[src/rtl/mcg_pkg.sv]
// Shared types and constants for the midpoint circle generator.
package mcg_pkg;

  localparam int CoordW = 16;
  localparam int RadW   = 15;
  localparam int DecW   = 20;
  localparam int ColorW = 16;
  localparam int IdxW   = 3;

  typedef enum logic {
    CMD_START = 1'b0,
    CMD_STEP  = 1'b1
  } cmd_t;

  typedef struct packed {
    cmd_t              command;
    logic [CoordW-1:0] center_x;
    logic [CoordW-1:0] center_y;
    logic [RadW-1:0]   radius;
    logic [ColorW-1:0] color;
  } in_req_t;

  typedef struct packed {
    logic [CoordW-1:0] pixel_x;
    logic [CoordW-1:0] pixel_y;
    logic [ColorW-1:0] pixel_color;
    logic              step_last;
    logic              circle_done;
  } out_req_t;

  // Snapshot of one emitting step, handed from the tracker to the emitter.
  typedef struct packed {
    logic [CoordW-1:0] cx;
    logic [CoordW-1:0] cy;
    logic [RadW-1:0]   a;
    logic [RadW-1:0]   b;
    logic [ColorW-1:0] color;
    logic              done;
  } burst_t;

  typedef struct packed {
    logic            busy;
    logic [IdxW-1:0] idx;
  } emit_stat_t;

endpackage

[src/rtl/mcg_tracker.sv]
// Circle state: centre, offsets and decision variable, loaded by a start request and advanced per step request.
module mcg_tracker import mcg_pkg::*; #(
  parameter int COLOR_BITS = 16
) (
  input  logic    clk,
  input  logic    rst_n,
  input  logic    fire,
  input  in_req_t req,
  output logic    emit_go,
  output burst_t  burst
);

  localparam int CW = (COLOR_BITS < ColorW) ? COLOR_BITS : ColorW;

  logic              active_r, active_nxt;
  logic [RadW-1:0]   a_r, a_nxt;
  logic [RadW-1:0]   b_r, b_nxt;
  logic [DecW-1:0]   dec_r, dec_nxt;
  logic [CoordW-1:0] cx_r, cy_r;
  logic [CW-1:0]     color_r;

  logic              is_step;
  logic              meet;
  logic [RadW-1:0]   a_inc;
  logic [RadW-1:0]   b_adv;
  logic [DecW-1:0]   dec_adv;
  logic [DecW-1:0]   a_ext, b_ext;

  always_comb begin
    is_step = (req.command == CMD_STEP);
    meet    = (a_r >= b_r);
    a_ext   = DecW'(a_r);
    b_ext   = DecW'(b_r);
    a_inc   = a_r + RadW'(1);
    if (dec_r[DecW-1]) begin
      dec_adv = dec_r + (a_ext << 2) + DecW'(6);
      b_adv   = b_r;
    end else begin
      dec_adv = dec_r + ((a_ext - b_ext) << 2) + DecW'(10);
      b_adv   = b_r - RadW'(1);
    end

    emit_go    = fire && is_step && active_r;
    active_nxt = active_r;
    a_nxt      = a_r;
    b_nxt      = b_r;
    dec_nxt    = dec_r;

    burst.cx    = cx_r;
    burst.cy    = cy_r;
    burst.a     = a_r;
    burst.b     = b_r;
    burst.color = ColorW'(color_r);
    burst.done  = meet || (a_inc > b_adv);

    if (fire && !is_step) begin
      active_nxt = 1'b1;
      a_nxt      = '0;
      b_nxt      = req.radius;
      dec_nxt    = DecW'(3) - (DecW'(req.radius) << 1);
    end else if (emit_go) begin
      if (burst.done) begin
        active_nxt = 1'b0;
      end
      if (!meet) begin
        a_nxt   = a_inc;
        b_nxt   = b_adv;
        dec_nxt = dec_adv;
      end
    end
  end

  always_ff @(posedge clk) begin
    if (!rst_n) begin
      active_r <= 1'b0;
    end else begin
      active_r <= active_nxt;
    end
  end

  always_ff @(posedge clk) begin
    a_r   <= a_nxt;
    b_r   <= b_nxt;
    dec_r <= dec_nxt;
    if (fire && !is_step) begin
      cx_r    <= req.center_x;
      cy_r    <= req.center_y;
      color_r <= req.color[CW-1:0];
    end
  end

endmodule

[src/rtl/mcg_emitter.sv]
// Eight-pixel burst sequencer with a registered output stage.
module mcg_emitter import mcg_pkg::*; (
  input  logic       clk,
  input  logic       rst_n,
  input  logic       go,
  input  burst_t     burst,
  output logic       ready,
  output emit_stat_t stat,
  output logic       out_valid,
  input  logic       out_stall,
  output out_req_t   out_data
);

  logic            busy_r, busy_nxt;
  logic [IdxW-1:0] idx_r, idx_nxt;
  burst_t          snap_r;
  logic            out_valid_r, out_valid_nxt;
  out_req_t        out_r;
  out_req_t        pix;
  logic            out_load;
  logic            issue_last;
  logic [CoordW-1:0] dx, dy;

  // idx[2] swaps the roles of a and b, idx[0] negates x, idx[1] negates y
  always_comb begin
    dx = idx_r[2] ? CoordW'(snap_r.b) : CoordW'(snap_r.a);
    dy = idx_r[2] ? CoordW'(snap_r.a) : CoordW'(snap_r.b);
    pix.pixel_x     = idx_r[0] ? (snap_r.cx - dx) : (snap_r.cx + dx);
    pix.pixel_y     = idx_r[1] ? (snap_r.cy - dy) : (snap_r.cy + dy);
    pix.pixel_color = snap_r.color;
    pix.step_last   = (idx_r == '1);
    pix.circle_done = (idx_r == '1) && snap_r.done;
  end

  always_comb begin
    out_load   = busy_r && (!out_valid_r || !out_stall);
    issue_last = out_load && (idx_r == '1);
    ready      = !busy_r || issue_last;

    busy_nxt = busy_r;
    idx_nxt  = idx_r;
    if (go) begin
      busy_nxt = 1'b1;
      idx_nxt  = '0;
    end else if (out_load) begin
      idx_nxt = idx_r + IdxW'(1);
      if (issue_last) begin
        busy_nxt = 1'b0;
      end
    end

    out_valid_nxt = out_valid_r;
    if (out_load) begin
      out_valid_nxt = 1'b1;
    end else if (!out_stall) begin
      out_valid_nxt = 1'b0;
    end
  end

  always_ff @(posedge clk) begin
    if (!rst_n) begin
      busy_r      <= 1'b0;
      idx_r       <= '0;
      out_valid_r <= 1'b0;
    end else begin
      busy_r      <= busy_nxt;
      idx_r       <= idx_nxt;
      out_valid_r <= out_valid_nxt;
    end
  end

  always_ff @(posedge clk) begin
    if (go) begin
      snap_r <= burst;
    end
    if (out_load) begin
      out_r <= pix;
    end
  end

  assign stat.busy = busy_r;
  assign stat.idx  = idx_r;
  assign out_valid = out_valid_r;
  assign out_data  = out_r;

endmodule

[src/rtl/midpoint_circle_generator.sv]
// Top level of the command-driven midpoint circle rasterizer.
//
//   channel | direction | handshake          | payload
//   in      | input     | in_valid/in_stall   | in_data  (in_req_t)
//   out     | output    | out_valid/out_stall | out_data (out_req_t)
//
// A start request emits nothing; it updates state in the cycle it is taken. A
// step request on an active circle emits eight pixels, one per cycle while the
// output is not stalled; the next request is taken on the edge the eighth
// pixel enters the output register.
// Output stalls hold the output register and pause the burst.
// Reset (synchronous, rst_n low) returns the block to idle with nothing queued.
module midpoint_circle_generator import mcg_pkg::*; #(
  parameter int COLOR_BITS = 16
) (
  input  logic     clk,
  input  logic     rst_n,
  input  logic     in_valid,
  output logic     in_stall,
  input  in_req_t  in_data,
  output logic     out_valid,
  input  logic     out_stall,
  output out_req_t out_data
);

  logic       fire;
  logic       emit_go;
  logic       emit_ready;
  burst_t     burst;
  emit_stat_t emit_stat;

  assign in_stall = !emit_ready;
  assign fire     = in_valid && !in_stall;

  mcg_tracker #(
    .COLOR_BITS(COLOR_BITS)
  ) u_tracker (
    .clk    (clk),
    .rst_n  (rst_n),
    .fire   (fire),
    .req    (in_data),
    .emit_go(emit_go),
    .burst  (burst)
  );

  mcg_emitter u_emitter (
    .clk      (clk),
    .rst_n    (rst_n),
    .go       (emit_go),
    .burst    (burst),
    .ready    (emit_ready),
    .stat     (emit_stat),
    .out_valid(out_valid),
    .out_stall(out_stall),
    .out_data (out_data)
  );

  a_done_is_last: assert property (@(posedge clk) disable iff (!rst_n)
    out_valid && out_data.circle_done |-> out_data.step_last)
    else $error("circle_done without step_last");

  a_step_starts_burst: assert property (@(posedge clk) disable iff (!rst_n)
    emit_go |=> emit_stat.busy && (emit_stat.idx == '0))
    else $error("emitting step did not start a burst");

  a_burst_feeds_out: assert property (@(posedge clk) disable iff (!rst_n)
    emit_stat.busy && (emit_stat.idx != '0) |-> out_valid)
    else $error("burst in progress with empty output register");

  a_busy_blocks_input: assert property (@(posedge clk) disable iff (!rst_n)
    emit_stat.busy && (emit_stat.idx != '1) |-> in_stall)
    else $error("request taken in the middle of a burst");

endmodule
[config.mk]
export PLATFORM = sky130hd
export DESIGN_NAME = midpoint_circle_generator
export DESIGN_NICKNAME = d
export VERILOG_FILES = /design/src/rtl/mcg_pkg.sv /design/src/rtl/mcg_tracker.sv /design/src/rtl/mcg_emitter.sv /design/src/rtl/midpoint_circle_generator.sv
export SDC_FILE = /design/constraint.sdc
export NUM_CORES = 1
export LEC_CHECK = 0
export BUFFER_PORTS_ARGS = -buffer_cell sky130_fd_sc_hd__buf_2
export CORE_ASPECT_RATIO = 1.4
export CORE_MARGIN = 2
export CORE_UTILIZATION = 60
export CTS_CLUSTER_DIAMETER = 120
export CTS_CLUSTER_SIZE = 40
export DETAILED_ROUTE_END_ITERATION = 6
export HOLD_SLACK_MARGIN = 0.03
export PLACE_DENSITY = 0.77
export SLEW_MARGIN = 30
export SYNTH_ARGS = -nofsm -noshare
export SYNTH_HDL_FRONTEND = slang
export SYNTH_HIERARCHICAL = 1
export SYNTH_SLANG_ARGS = --single-unit
[constraint.sdc]
create_clock -name clk -period 7.9 [get_ports clk]
set_input_delay 0.395 -clock clk [delete_from_list [all_inputs] [get_ports clk]]
set_output_delay 0.395 -clock clk [all_outputs]
set_load 0.02 [all_outputs]
==> results of run 1 <==
cells in the final DEF (no fill, tap or decap), types with 10 or more instances in the layout:
| cell type | n |
|---|---|
| nor3_1 | 27 |
| nor2b_1 | 16 |
| nand2b_1 | 15 |
| xnor2_1 | 68 |
| nand2_1 | 63 |
| buf_2 | 119 |
| edfxtp_1 | 211 |
| a211oi_1 | 12 |
| nand3_1 | 26 |
| dfxtp_1 | 20 |
| inv_1 | 57 |
| a31oi_1 | 11 |
| ha_1 | 132 |
| o21ai_0 | 50 |
| nand4_1 | 11 |
| or3_1 | 10 |
| a21o_1 | 34 |
| a21oi_1 | 105 |
| mux2i_1 | 37 |
| nor2_1 | 95 |
| and3_1 | 11 |
| o211ai_1 | 11 |
| xor2_1 | 61 |
final cells by class:
cell class	instances	area [sq um]	area share, %
inverter	61	230	1.50
clock inverter	1	8.76	0.0571
clock buffer	12	236	1.54
timing repair buffer	128	667	4.35
multi-input combinational	950	7060	46.0
sequential	232	6760	44.1
tap	306	383	2.50
final timing paths:
path | end | slack [ps] | cells past startpoint
setup reg to reg | u_tracker/dec_r[19] | 2860 | 17
hold / removal | u_tracker/color_r[0] | 70 | 1
hold reg to reg | u_emitter/out_data[5] | 440 | 0
setup / recovery | u_tracker/dec_r[19] | 2860 | 17
critical path, stage by stage, from the launching register on:
cell and delay, ps:
edfxtp_1 420, inv_1 80, ha_1 380, a21oi_1 280, a21boi_1 120, o2111a_1 260, o41ai_1 630, nand2b_1 120
a21oi_1 210, xnor2_1 140, ha_1 250, ha_1 360, nand3_1 130, nor4b_1 410, or4b_2 620, o311ai_1 110
and3_1 220, o41ai_2 60
where the power goes:
part	internal (mW)	switching, mW	leakage [nW]	total (mW)
Sequential	1.41	0.0342	2.10	1.44
Combinational	0.277	0.402	3.84	0.679
Clock	0.217	0.348	0.119	0.565
through the flow:
stage | total power [mW] | hold slack (ps) | util [%]
detailed placement | 2.14 | 405 | 65.0
CTS | 2.69 | 65.1 | 66.1
global route | 2.81 | 58.9 | 66.1
global placement | 2.12 | 400 | 65.0
floorplan | 1.97 | 400 | -
finish | 2.68 | 70.5 | 66.1
sequential cells by signal, indices dropped and copies added (netlist names), 16 cells and up:
name,count
u_emitter/out_data,50
u_emitter/pix,16
u_emitter/snap_r,63
u_tracker/color_r,16
u_tracker/cx_r,16
u_tracker/cy_r,16
u_tracker/dec_r,19
metal layers:
| metal | up-vias | global-route usage [%] | routed length [um] |
|---|---|---|---|
| li1 | 4999 | - | - |
| met1 | 4889 | 28.9 | 12600 |
| met2 | 255 | 49.8 | 16900 |
| met3 | 56 | 1.77 | 1160 |
| met4 | 0 | 8.43 | 909 |
| met5 | - | 0 | 0 |
==> results.cfg, run 1 <==
[drt]
drt_iter0_drc = 625
drtAntennaViolNets = 0
drc_errors = 0
vias_per_cell = 6.03
finalWirelength_um = 31600
drt_pass1_iterations = 5
wire_per_inst_um = 18.7
vias = 10200

[min_path]
hold_class = in2reg
min_from = in_data[0]

[worst_setup_path]
reg2reg_from = u_tracker/b_r[5]
worstSetupEndpointType = register
path_max_fanout = 6
startpoint_type = register
path_class = reg2reg
arrival_ps = 5270
crit_start = u_tracker/b_r[5]
crit_required_ps = 8130

[clock_network]
cts-hold-fix-buffers = 0
cts_tree = done
cts.clk_slew.worst_paths_ps = 140
clk_latency_ps = 480
clock_sinks = 232
root_buffer = clkbuf_16
cts_setup_buffers = 0
cts_inserted_buffers = 9
htreeDepth = 1
cts-resized-gates = 0
cts_buffer_depth = 3

[final_layout]
fin_cells = 1690
final_nets = 1587
nFillCells = 1820
drive_gt1_share_pct = 12.7
n_antenna_cell = 0
fin_area_sq_um = 15300
area_growth_pct = 8.07

[pwr]
pwr_density_cell_nw_per_um2 = 175
irDropWorstVdd_mv = 0.166
p_leak_nw = 6.06

[global_route]
antenna_found_initial = 0
overflow = 0
grt_max_degree = 83
grt_pass1_wl_um = 50100
first_global_vias = 10300
gr-usage-all-layers_pct = 25.4

[sta]
tns_ps = 0
hold_viol = 0
finClkSkew_ps = 17.3
min_period_over_period_pct = 63.8
setup_ws_ps = 2860
worst_pin_slew_ps = 950
finalCriticalPeriod_ps = 5040
setup_viol = 0
fmax_ghz = 0.198
slew_viol_final = 0
rsz0062_at_grt = false
maxSlewHeadroom_pct = 36.7

[die]
io_pins = 120
start_util_pct = 61.2
core_area_sq_um = 23200
dieArea_sq_um = 24900
die_w_um = 134
die_y_um = 186
num_rows = 66

[synthesis]
ys.warnings.count = 6
synth_nets = 1479
synthCells = 1274
netlist_area_sq_um = 14200
syn_area_per_cell_sq_um = 11.1

[placement]
placed_cell_area_sq_um = 15100
io_buffers = 119
dp.cells = 1677
gp_congestion = 0.941
hpwlAfterDp_um = 23600
post-place-ws_ps = 2890

[job]
drv_cap = 0

[outcome]
run_status = complete, no violations
(Power assumes the default switching activity.)
==> run 2, diff against run 1 <==
--- a/config.mk
+++ b/config.mk
@@ -8,12 +8,12 @@
 export BUFFER_PORTS_ARGS = -buffer_cell sky130_fd_sc_hd__buf_2
 export CORE_ASPECT_RATIO = 1.4
 export CORE_MARGIN = 2
-export CORE_UTILIZATION = 60
+export CORE_UTILIZATION = 55
 export CTS_CLUSTER_DIAMETER = 120
 export CTS_CLUSTER_SIZE = 40
 export DETAILED_ROUTE_END_ITERATION = 6
 export HOLD_SLACK_MARGIN = 0.03
-export PLACE_DENSITY = 0.77
+export PLACE_DENSITY = 0.74
 export SLEW_MARGIN = 30
 export SYNTH_ARGS = -nofsm -noshare
 export SYNTH_HDL_FRONTEND = slang
==> constraint.sdc (replaced) <==
create_clock -name clk -period 4.3 [get_ports clk]
set_input_delay 0.215 -clock clk [delete_from_list [all_inputs] [get_ports clk]]
set_output_delay 0.215 -clock clk [all_outputs]
set_load 0.02 [all_outputs]
==> run 2 against run 1 <==
- first-iteration DRC count is 13% higher
- sequential cell count stayed put
- cell area is 10% higher
- fmax is 18% higher
- setup slack worse by 2800 ps
- utilization is 0.37 points higher
- die area is 8.9% higher
- critical path type unchanged
- largest cell class unchanged
==> results.cfg, run 2 (synthesis results as in run 1) <==
[outcome]
run_status = complete, no violations

[final_layout]
n_antenna_cell = 0
layout_commonest_cell = edfxtp_1
multi_input_area_sq_um = 7430
regArea_sq_um = 6760
final_cell_mix = edfxtp_1, ha_1, buf_2
largest_register_ffs = 63
final_nets = 1718
area_growth_pct = 18.9
drive_gt1_share_pct = 20.3
utilization_pct = 66.5
nFillCells = 1935
top_register = u_emitter/snap_r

[global_route]
gr-usage-all-layers_pct = 24.8
first_global_vias = 10800
gr-usage-met1_pct = 29.4
antenna_found_initial = 0
grt_pass1_wl_um = 54600
use_met3_pct = 1.61
top_usage_layer = met2
grt_use_met2_pct = 46.1
grt_max_degree = 98
overflow = 0

[drt]
drt_pass1_iterations = 5
drt_iter0_drc = 705
vias = 10800
vias_per_cell = 5.90
drtAntennaViolNets = 0
drc_errors = 0
finalWirelength_um = 34400
wire_per_inst_um = 18.8

[sta]
rsz0062_at_grt = true
finalCriticalPeriod_ps = 4280
slew_viol_final = 0
worst_pin_slew_ps = 632
fmax_ghz = 0.234
finClkSkew_ps = 18.3
maxSlewHeadroom_pct = 57.5
min_period_over_period_pct = 99.4
tns_ps = 0
setup_viol = 0
hold_viol = 0
whs_ps = 130

[pwr]
pwr-share-seq_pct = 50.5
p_sw_share_pct = 29.7
pwr-share-clk_pct = 20.0
pwr_density_cell_nw_per_um2 = 309
combPwrFrac_pct = 29.5
irDropWorstVdd_mv = 0.615
switchingPower_mw = 1.55
p_leak_nw = 6.73
p_int_mw = 3.66

[die]
num_rows = 69
dieArea_sq_um = 27100
die_y_um = 194
start_util_pct = 55.9
io_pins = 120
core_area_sq_um = 25400
die_w_um = 140

[clock_network]
root_buffer = clkbuf_16
cts_inserted_buffers = 9
cts_buffer_depth = 3
cts.clk_slew.worst_paths_ps = 140
htreeDepth = 1
cts_tree = done
clock_sinks = 232
clk_latency_ps = 480

[worst_setup_path]
path_class = reg2reg
arrival_ps = 4520
startpoint_type = register
reg2reg_depth = 19
path_max_fanout = 3
crit_required_ps = 4540
worstSetupEndpointType = register

[min_path]
hold_path_depth = 3
hold_class = in2reg

[placement]
io_buffers = 119
hpwlAfterDp_um = 25700
gp_congestion = 0.914

[job]
drv_cap = 0
==> run 2: changes by cell type in the layout (fill, tap and decap cells not counted), moves of 10 or more <==
cell / previous run / this run
buf_4: 8 / 84
dlygate4sd3_1: 0 / 53
a21oi_1: 105 / 94
ha_1: 132 / 120
a21oi_2: 1 / 11
ha_4: 0 / 10
==> run 2: final timing paths <==
check	slack, ps	startpoint	endpoint
max reg2reg	20	u_tracker/b_r[0]	u_tracker/dec_r[19]
max	20	u_tracker/b_r[0]	u_tracker/dec_r[19]
min	130	in_data[21]	u_tracker/b_r[5]
min reg2reg	430	u_tracker/cx_r[1]	u_emitter/snap_r[64]
==> run 2: per-layer routing <==
layer / up-vias / wire (um) / part of all wire (%)
met5: - / 0 / 0
met4: 0 / 1590 / 4.6
met1: 5194 / 13700 / 40
met2: 289 / 18100 / 53
met3: 85 / 1060 / 3.1
li1: 5261 / - / -
==> run 2: power by group through the flow <==
stage / sequential [mW] / clock (mW) / combinational [mW]
after floorplan: 2.69 / 0 / 0.920
after global placement: 2.68 / 0 / 1.32
after detailed placement: 2.68 / 0 / 1.35
after CTS: 2.63 / 1.07 / 1.43
after global routing: 2.64 / 1.15 / 1.69
final: 2.63 / 1.04 / 1.54
==> run 2: stage by stage <==
stage / area [sq um] / total power [mW] / instances / setup slack (ps)
floorplan: 14200 / 3.61 / 1274 / 41.4
global placement: 15600 / 4.00 / 1758 / -238
detailed placement: 15700 / 4.03 / 1759 / -264
CTS: 16600 / 5.13 / 1829 / 10.1
global route: 16900 / 5.48 / 1834 / -99.2
finish: 16900 / 5.21 / 1834 / 23.7
==> run 2: what timing repair did <==
| action | 4_1_cts | 5_1_grt |
|---|---|---|
| endpoints found under the setup margin | 3 | 6 |
| buffers inserted | 4 | 5 |
| cloned | 0 | 0 |
| hold buffers | 53 | 0 |
| pin swaps | 7 | 31 |
| endpoints found under the hold margin | 52 | 0 |
| gates resized for setup | 21 | 49 |
==> run 2: final cells by class <==
cell class	instances	area share, %
flip-flops and latches	232	40.1
clock inverters	1	0.0519
inverters	61	1.36
multi-input cells	950	44.0
well taps	319	2.37
repair buffers	259	10.7
clock buffers	12	1.40
==> run 2: worst max-delay path, cell delays in order (launching register included) <==
cell and delay, ps:
edfxtp_1 420, ha_2 200, fa_2 350, nor2b_2 130, o21ai_2 90, a21oi_2 190
buf_4 140, o21bai_4 60, a21oi_2 200, or3_1 150, o2111ai_2 120, ha_1 330
ha_4 300, nand3_4 70, nor4b_4 270, buf_4 160, or4b_4 470, o311ai_4 80
and3_1 210, o41ai_2 70
==> run 3, diff against run 2 <==
--- a/config.mk
+++ b/config.mk
@@ -13,7 +13,7 @@
 export CTS_CLUSTER_SIZE = 40
 export DETAILED_ROUTE_END_ITERATION = 6
 export HOLD_SLACK_MARGIN = 0.03
-export PLACE_DENSITY = 0.74
+export PLACE_DENSITY_LB_ADDON = 0.2
 export SLEW_MARGIN = 30
 export SYNTH_ARGS = -nofsm -noshare
 export SYNTH_HDL_FRONTEND = slang
==> run 3 against run 2 <==
- sequential cell count stayed put
- hold slack worse by 11 ps
- clock-buffer cell count stayed put
- total power is 0.20% lower
- clock skew hardly changed
- routed wire length is 2.5% lower
- fmax hardly changed
- combinational power hardly changed
- critical path type unchanged
- largest cell class unchanged
- largest power group unchanged
==> results.cfg, run 3 (synthesis results as in run 1) <==
[outcome]
run_status = complete, no violations

[drt]
drtAntennaViolNets = 0
drt_pass1_iterations = 5
drc_errors = 0
vias = 10700
drt_iter0_drc = 697
vias_per_cell = 5.88
finalWirelength_um = 33600
wire_per_inst_um = 18.4

[die]
dieArea_sq_um = 27100
start_util_pct = 55.9
core_area_sq_um = 25400
io_pins = 120
die_w_um = 140
die_y_um = 194
num_rows = 69

[job]
drv_cap = 0

[sta]
slew_viol_final = 0
fmax_ghz = 0.234
tns_ps = 0
setup_viol = 0
hold_viol = 0
min_period_over_period_pct = 99.4
rsz0062_at_grt = true
finClkSkew_ps = 18.5
maxSlewHeadroom_pct = 55.8
worst_pin_slew_ps = 662
finalCriticalPeriod_ps = 4270
whs_ps = 120
setup_ws_ps = 27.3

[final_layout]
layout_commonest_cell = edfxtp_1
top_register = u_emitter/snap_r
final_nets = 1710
area_growth_pct = 18.8
drive_gt1_share_pct = 19.6
final_cell_mix = edfxtp_1, ha_1, buf_2
largest_register_ffs = 63
fin_cells = 1826
nFillCells = 1958
n_antenna_cell = 0

[worst_setup_path]
startpoint_type = register
cp_top_family = adder cells
path_class = reg2reg
arrival_ps = 4580
crit_required_ps = 4610
critPathMaxStageDelay_ps = 470
cp_cell_sequence = ha_4 -> fa_2 -> nor2b_2 -> o21ai_4 -> a21oi_4 -> o21bai_4 -> a21oi_2 -> or3_1 -> o2111ai_1 -> ha_1 -> ha_4 -> nand3_4 -> nor4b_4 -> buf_4 -> or4b_4 -> o311ai_4 -> a21oi_2 -> o41ai_2
crit_start = u_tracker/b_r[0]
path_max_fanout = 3
worstSetupEndpointType = register
crit_path_top_delay_cell = or4b_4
reg2reg_from = u_tracker/b_r[0]
crit_buf_inv = 1

[pwr]
p_leak_nw = 6.69
irDropWorstVdd_mv = 0.599
pwr_density_cell_nw_per_um2 = 309

[clock_network]
cts_tree = done
cts_inserted_buffers = 9
cts.clk_slew.worst_paths_ps = 150
clk_latency_ps = 490
clock_sinks = 232
cts_buffer_depth = 3
htreeDepth = 1
root_buffer = clkbuf_16

[placement]
dp.cells = 1753
hpwlAfterDp_um = 25000
gp_congestion = 0.936
io_buffers = 119
post-place-ws_ps = -330

[global_route]
grt_max_degree = 98
antenna_found_initial = 0
grt_pass1_wl_um = 53300
gr-usage-all-layers_pct = 24.2
overflow = 0
first_global_vias = 10700

[min_path]
hold_class = in2reg
min_from = in_data[24]
## run 3: changes by cell type in the layout (fill, tap and decap cells not counted), sizes merged
cell  previous run  this run
buf            206       198
## run 3: worst paths after layout
path / endpoint / slack (ps) / cells after the start
setup / recovery: u_tracker/dec_r[19] / 30 / 18
hold / removal: u_tracker/b_r[8] / 120 / 3
setup reg to reg: u_tracker/dec_r[19] / 30 / 18
hold reg to reg: u_emitter/snap_r[66] / 430 / 0
## run 3: through the flow
step	area [sq um]	utilization, %	total power [mW]
final	16900	66.4	5.20
after global routing	16900	66.4	5.46
after CTS	16600	65.3	5.11
after detailed placement	15600	61.5	4.01
after global placement	15600	61.5	3.98
after floorplan	14200	-	3.61
## run 3: per-layer routing
layer / vias to the layer above / track usage (%) / wire [um]
li1: 5250 / - / -
met1: 5120 / 29.2 / 13400
met2: 306 / 45.2 / 17700
met3: 61 / 1.85 / 1340
met4: 0 / 7.85 / 1110
met5: - / 0 / 0
## run 3: layout make-up
cell class / count / area, sq um / area share [%]
Clock buffer: 12 / 236 / 1.40
Clock inverter: 1 / 8.76 / 0.0520
Inverter: 61 / 230 / 1.37
Multi-Input combinational cell: 950 / 7480 / 44.4
Sequential cell: 232 / 6760 / 40.1
Tap cell: 319 / 399 / 2.37
Timing Repair Buffer: 251 / 1740 / 10.3
## run 3: worst min-delay path: cells and delay by family
| kind | cells | cell delay (ps) |
|---|---|---|
| buffers and inverters | 1 | 120 |
| and+or+nand+nor | 1 | 60 |
| AOI/OAI and AO/OA | 1 | 110 |
## run 3: repair_timing
item	CTS	global route
gates resized for setup	26	44
pin swaps	9	31
buffers inserted	4	4
hold endpoints to repair	52	0
endpoints found under the setup margin	4	5
cloned	0	0
hold buffers	53	0
## run 3: where the power goes
part / total [mW] / internal [mW] / switching [mW]
registers: 2.64 / 2.58 / 0.0520
logic: 1.52 / 0.669 / 0.853
clock network: 1.05 / 0.398 / 0.647
total: 5.20 / 3.65 / 1.55
